==> config.mk <==
export PLATFORM = sky130hd
export DESIGN_NAME = swo_ctrl
export DESIGN_NICKNAME = d
export VERILOG_FILES = /design/src/rtl/swo_pkg.sv /design/src/rtl/swo_ctrl.sv
export SDC_FILE = /design/constraint.sdc
export NUM_CORES = 1
export LEC_CHECK = 0
export BUFFER_PORTS_ARGS = -buffer_cell sky130_fd_sc_hd__buf_2
export CAP_MARGIN = 20
export CORE_MARGIN = 2
export CORE_UTILIZATION = 45
export DETAILED_ROUTE_END_ITERATION = 7
export GPL_ROUTABILITY_DRIVEN = 0
export GPL_TIMING_DRIVEN = 0
export MAX_ROUTING_LAYER = met4
export PLACE_DENSITY = 0.71
export REMOVE_ABC_BUFFERS = 1
export SLEW_MARGIN = 5
export SYNTH_ARGS = -nofsm -noshare
export SYNTH_HDL_FRONTEND = slang
export SYNTH_SLANG_ARGS = --single-unit
==> constraint.sdc <==
create_clock -name clk -period 3.1 [get_ports clk]
set_clock_uncertainty 0.15 [all_clocks]
set_input_delay 0.62 -clock clk [delete_from_list [all_inputs] [get_ports clk]]
set_output_delay 0.62 -clock clk [all_outputs]
set_load 0.005 [all_outputs]
==> src/rtl/swo_pkg.sv <==
// shared types, constants and table functions of the scanned byte wavetable oscillator
package swo_pkg;

  localparam int unsigned DATA_DEPTH_DEF      = 65536;
  localparam int unsigned WINDOW_SIZE_DEF     = 256;
  localparam int unsigned EXP_TABLE_DEPTH_DEF = 256;

  localparam int unsigned CFG_W     = 31;
  localparam int unsigned CFG_IDX_W = 2;

  typedef enum logic [CFG_IDX_W-1:0] {
    CFG_BASE_INC = 2'd0,
    CFG_SCAN     = 2'd1,
    CFG_SIZE     = 2'd2,
    CFG_DC_COEFF = 2'd3
  } cfg_reg_t;

  localparam logic [30:0]        BASE_INC_MAX = 31'd2104533975;
  localparam logic [30:0]        BASE_INC_RST = 31'd10954;
  localparam logic [15:0]        DC_COEFF_RST = 16'd175;
  localparam logic signed [15:0] SYNC_HIGH    = 16'sd16384;

  // floor division by 254 through a reciprocal, operand biased to stay positive
  localparam logic [30:0] DIV_RECIP  = 31'((64'd1 << 38) / 64'd254);
  localparam logic [31:0] DIV_OFFSET = 32'd532676608;
  localparam logic [22:0] RAW_BIAS   = 23'd2097152;
  localparam logic [31:0] DIV_ROUND  = 32'd127;
  localparam logic [31:0] DIV_CONST  = 32'd254;

  localparam logic signed [17:0] SAMPLE_MAX = 18'sd131071;
  localparam logic signed [17:0] SAMPLE_MIN = -18'sd131072;

  typedef enum logic [3:0] {
    OP_IDLE, OP_START, OP_EXP, OP_SUM, OP_INC, OP_PHASE, OP_WPOS, OP_RD0,
    OP_RD1, OP_INTERP, OP_NPRIME, OP_DIV, OP_CORR, OP_DC, OP_DCUP, OP_OUT
  } dp_op_t;

  typedef struct packed {
    dp_op_t op;
    logic   take_write;
    logic   take_tick;
  } swo_cmd_t;

  typedef struct packed {
    logic size_ok;
    logic out_free;
  } swo_status_t;

  function automatic logic [63:0] isqrt64(logic [63:0] n_in);
    logic [63:0] n;
    logic [63:0] r;
    logic [63:0] b;
    n = n_in;
    r = '0;
    b = 64'd1 << 62;
    for (int j = 0; j < 32; j++) begin
      if (n >= r + b) begin
        n = n - (r + b);
        r = (r >> 1) + b;
      end else begin
        r = r >> 1;
      end
      b = b >> 2;
    end
    return r;
  endfunction

  // 2^(x / 2^24) in Q2.30 from repeated square roots of two
  function automatic logic [31:0] exp_entry(logic [23:0] x);
    logic [63:0] root;
    logic [63:0] r;
    root = isqrt64(64'd1 << 61);
    r    = 64'd1 << 30;
    for (int k = 1; k <= 24; k++) begin
      if (x[24-k]) begin
        r = (r * root) >> 30;
      end
      root = isqrt64(root << 30);
    end
    return r[31:0];
  endfunction

endpackage

==> src/rtl/swo_ctrl.sv <==
// sequencer that steps the datapath through one sample tick
module swo_ctrl (
  input  logic                   clk,
  input  logic                   rst,
  input  logic                   item_valid,
  input  logic                   item_action,
  output logic                   item_ready,
  input  swo_pkg::swo_status_t   status,
  output swo_pkg::swo_cmd_t      cmd
);
  import swo_pkg::*;

  typedef enum logic [15:0] {
    ST_IDLE   = 16'b0000_0000_0000_0001,
    ST_START  = 16'b0000_0000_0000_0010,
    ST_EXP    = 16'b0000_0000_0000_0100,
    ST_SUM    = 16'b0000_0000_0000_1000,
    ST_INC    = 16'b0000_0000_0001_0000,
    ST_PHASE  = 16'b0000_0000_0010_0000,
    ST_WPOS   = 16'b0000_0000_0100_0000,
    ST_RD0    = 16'b0000_0000_1000_0000,
    ST_RD1    = 16'b0000_0001_0000_0000,
    ST_INTERP = 16'b0000_0010_0000_0000,
    ST_NPRIME = 16'b0000_0100_0000_0000,
    ST_DIV    = 16'b0000_1000_0000_0000,
    ST_CORR   = 16'b0001_0000_0000_0000,
    ST_DC     = 16'b0010_0000_0000_0000,
    ST_DCUP   = 16'b0100_0000_0000_0000,
    ST_OUT    = 16'b1000_0000_0000_0000
  } state_t;

  state_t state;
  state_t state_next;

  assign item_ready = (state == ST_IDLE);

  always_comb begin
    state_next     = state;
    cmd.op         = OP_IDLE;
    cmd.take_write = 1'b0;
    cmd.take_tick  = 1'b0;
    unique case (state)
      ST_IDLE: begin
        cmd.take_write = item_valid && !item_action;
        cmd.take_tick  = item_valid && item_action;
        if (item_valid && item_action) begin
          state_next = status.size_ok ? ST_START : ST_OUT;
        end
      end
      ST_START:  begin cmd.op = OP_START;  state_next = ST_EXP;    end
      ST_EXP:    begin cmd.op = OP_EXP;    state_next = ST_SUM;    end
      ST_SUM:    begin cmd.op = OP_SUM;    state_next = ST_INC;    end
      ST_INC:    begin cmd.op = OP_INC;    state_next = ST_PHASE;  end
      ST_PHASE:  begin cmd.op = OP_PHASE;  state_next = ST_WPOS;   end
      ST_WPOS:   begin cmd.op = OP_WPOS;   state_next = ST_RD0;    end
      ST_RD0:    begin cmd.op = OP_RD0;    state_next = ST_RD1;    end
      ST_RD1:    begin cmd.op = OP_RD1;    state_next = ST_INTERP; end
      ST_INTERP: begin cmd.op = OP_INTERP; state_next = ST_NPRIME; end
      ST_NPRIME: begin cmd.op = OP_NPRIME; state_next = ST_DIV;    end
      ST_DIV:    begin cmd.op = OP_DIV;    state_next = ST_CORR;   end
      ST_CORR:   begin cmd.op = OP_CORR;   state_next = ST_DC;     end
      ST_DC:     begin cmd.op = OP_DC;     state_next = ST_DCUP;   end
      ST_DCUP:   begin cmd.op = OP_DCUP;   state_next = ST_OUT;    end
      ST_OUT: begin
        cmd.op = OP_OUT;
        if (status.out_free) begin
          state_next = ST_IDLE;
        end
      end
      default: state_next = ST_IDLE;
    endcase
  end

  always_ff @(posedge clk) begin
    if (rst) begin
      state <= ST_IDLE;
    end else begin
      state <= state_next;
    end
  end

endmodule

### Yosys cells after proc, flatten, opt, wreduce, memory -nomap -nowiden

Index checks and enable logic that the tools add are counted.
W data, S select, Z words.

* flip-flop bits (word level): 16
* input port bits: 6
* output and inout bits: 7
* logic and storage cells: 29

* equality and inequality tests: 18
* multiplexer cells: 6
* reductions and logical operators: 4

Operators with widths (number)
* $pmux W16 S16: 1
* $pmux W4 S15: 1
* $mux W16: 3
* $eq A16 B1 Y1 const B: 1
* $eq A16 B10 Y1 const B: 1
* $eq A16 B11 Y1 const B: 1
* $eq A16 B12 Y1 const B: 1
* $eq A16 B13 Y1 const B: 1
* $eq A16 B14 Y1 const B: 1
* $eq A16 B15 Y1 const B: 1
* $eq A16 B16 Y1 const B: 1
* $eq A16 B2 Y1 const B: 1
* $eq A16 B3 Y1 const B: 1
* $eq A16 B4 Y1 const B: 1
* $eq A16 B5 Y1 const B: 1
* $eq A16 B6 Y1 const B: 1
* $eq A16 B7 Y1 const B: 1
* $eq A16 B8 Y1 const B: 1
* $eq A16 B9 Y1 const B: 1
* $logic_and A1 B1 Y1: 2
* $mux W2: 1
* $ne A2 B1 Y1 const B: 1
* $ne A2 B2 Y1 const B: 1
* $reduce_and A2 Y1: 1
* $logic_not A1 Y1: 1

### Logic depth before layout (Yosys ltp)

* word-level depth: 3
* mapped depth: 8
* mapped depth without buffers: 6

### Worst setup path before layout

Ideal clock, no wire load.

* path type: reg2out
* start point: register state[8]
* end point: output port cmd[4] (netlist name)
* data arrival time: 1833 ps
* data required time: 2330 ps
* path slack: 497 ps
* cell stages (with the launch flop): 5
* path buffers: 0
* cell sequence: dfxtp_1 or4_4 or3_1 or4_4 o2111ai_1

RTL lines
* start: declaration: RTL line swo_ctrl.sv:32 `state_t state;`
* start signal: assignment: RTL line swo_ctrl.sv:78 `state <= state_next;`
* end: declaration: RTL line swo_ctrl.sv:9 `output swo_pkg::swo_cmd_t cmd`

==> run metrics <==
average wire per standard cell 15.3 um; Post-Place Setup Slack 0.105 ns; largest net degree at the start of global routing 14; detailed-route DRC error count 0; Die Wd 50.6 um; DR vias/cell 6.23; post-DP HPWL 1.60 mm; ant diodes 0; final setup fails 0; Clk Latency, worst-skew pair 0.29 ns; final WL 2.41 mm; PwrDens 401 nW/um^2; cell chain of the critical path or4_4 > or3_4 > or4_4 > o2111ai_2 > buf_2; outcome finished clean; post-synthesis mux area share 0; max incr delay on CP 0.54 ns; crit path capture type output pin; Peak supply drop 0.239 mV; Max Cap Viol 0; vias in the first global route 871; CTS H-tree lvls 1; xor/xnor share of the synthesized area 0.0806; initial antenna violation count 0; Syn Inst Count 118; Area contributors post-synth dfxtp_1 33%, nor4_1 6.4%, xnor2_1 6.3%; syn_area_per_cell 8.29 um^2; cts bufs inserted 3; max-slew violation count 0; CTS tree built; Data arrival, critical path 2.27 ns; cell area after synthesis 978 um^2; commonest cells in the netlist 16 x dfxtp_1, 10 x nor4_1, 8 x nand2_1, 8 x nor2_1, 8 x nor3_1; Min Clock Period, post-route 3.04 ns; die area 2560 um^2; Synth Area in Compound Gates 0.0972; Final WS setup 0.0631 ns; CP most frequent cell or4_4; Ports 13; Hold Buf Count CTS 0; first-pass iteration count of the detailed router 4; Starting Density 0.489; top-area cell type share of the netlist area 0.327; power share of the combinational group 0.293; startpoint types flop; Yosys reg bits 16; Synth Warn # 0; finished layout cell area 1170 um^2; simple-gate share of the synthesized area 0.463; path category of the worst min-delay check input pin to flop; WP data required 2.33 ns; count leader, synth dfxtp_1; Site Rows 16; vias 984; Crit-path slowest cell or4_4; worst slew pin tran 1.01 ns; Seq pwr share 0.473; Die Ht 50.6 um; Biggest register state; Yosys top cell by area dfxtp_1; clock share of power 0.234; Max transition margin 0.323; P_int 0.311 mW; EDFF count, synth 0; clock transition at the registers of the reported paths 0.09 ns; Psw 0.158 mW; Yosys cell types 39; count of final hold-check violations 0; Most used DFF post-synth dfxtp_1; critical path class flop to output pin; Net Sw Frac 0.337; post-synthesis sequential area ratio 0.327; First DRT Iteration DRCs 31; fraction of registers with async set/reset 0; Max Root-Sink Buffers 2; clock sinks 16; Placed Instance Area 1050 um^2; Clock Tree Root clkbuf_4; fmax 329 MHz; crit path max fanout 3; share of cells above drive strength 1 0.298; Area Overhead vs Synth 19.8%; Final ANT Viol Nets 0; core area 2000 um^2; Tot GR Track Use 0.204; Leak 0.440 nW; biggest regs state (16); post-synthesis adder-cell area fraction 0; first-pass GRT wire length 3.84 mm; Tcrit/Tclk final 0.980; PortBufs 12; combinational family with the most area after synthesis simple AND/OR/NAND/NOR gates; Largest register FFs 16; GRT overflow 0; Final nets 139
## worst max-delay path, delay by kind of cell (launching register included)
kind | cells | cell delay, ns
AO/OA/AOI/OAI | 1 | 0.09
buffers and inverters | 1 | 0.14
flip-flops | 1 | 0.36
AND/OR/NAND/NOR | 3 | 1.38
## per-layer routing
layer	vias to the layer above	track usage	wire length, um
met5	-	-	0
met4	0	0.108	64
met3	8	0.0387	130
met2	37	0.320	1150
met1	465	0.248	1070
li1	474	-	-
## what timing repair did
item	in CTS	in global routing
gates resized for setup	8	6
buffers inserted	2	2
endpoints found under the setup margin	4	4
pin swaps	0	1
## final timing paths
check	slack (ns)	from	cells past startpoint	endpoint
hold reg to reg	0.41	state[9]	2	state[11]
setup / recovery	0.06	state[8]	5	cmd[4]
setup reg to reg	0.63	state[9]	5	state[5]
hold / removal	0.37	rst	2	state[1]
## cell type report
class / instances / area (um^2)
Inverter: 2 / 7.51
Sequential cell: 16 / 329
Multi-Input combinational cell: 94 / 689
Fill cell: 193 / 830
Tap cell: 27 / 33.8
Timing Repair Buffer: 16 / 90.1
Clock buffer: 3 / 22.5
## metrics by stage
stage | std cells | TNS [ns] | hold WS, ns | total power [mW] | util
after floorplan | 112 | 0 | 0.338 | 0.319 | -
after global placement | 151 | 0 | 0.379 | 0.353 | 0.524
after detailed placement | 151 | 0 | 0.392 | 0.357 | 0.524
after CTS | 156 | 0 | 0.361 | 0.468 | 0.560
after global routing | 158 | -0.0584 | 0.363 | 0.499 | 0.586
final | 158 | 0 | 0.371 | 0.470 | 0.586
## power groups by stage
stage / Clock [mW] / Combinational, mW / Sequential [mW]
floorplan: 0 / 0.0951 / 0.223
global placement: 0 / 0.128 / 0.225
detailed placement: 0 / 0.132 / 0.225
CTS: 0.112 / 0.135 / 0.221
global route: 0.124 / 0.152 / 0.223
finish: 0.110 / 0.138 / 0.222
## cells by family after synthesis
| group | Yosys count |
|---|---|
| flops | 16 |
| compound gates | 14 |
| simple gates | 71 |
| xor+xnor | 9 |
| buf+inv | 8 |
## layout by cell type (no fill, tap or decap), types with 2 or more instances in the layout
| cell | netlist | routed |
|---|---|---|
| buf_2 | 1 | 12 |
| nor4_4 | 0 | 3 |
| or4_1 | 5 | 5 |
| nor3_1 | 8 | 8 |
| nor4_2 | 1 | 2 |
| nor4_1 | 10 | 6 |
| or3_1 | 4 | 3 |
| clkbuf_4 | 0 | 3 |
| nand2_1 | 8 | 8 |
| or2_2 | 2 | 2 |
| dfxtp_4 | 0 | 2 |
| xnor2_1 | 7 | 7 |
| xor2_1 | 2 | 2 |
| dfxtp_1 | 16 | 13 |
| a21oi_1 | 5 | 5 |
| nand4_1 | 3 | 3 |
| buf_4 | 0 | 4 |
| nor2_1 | 8 | 8 |
| nand2b_1 | 5 | 5 |
| or4b_2 | 2 | 2 |
| or4_4 | 2 | 2 |
| nor4b_1 | 4 | 4 |
Note: power is estimated with default switching activity, not from simulation.
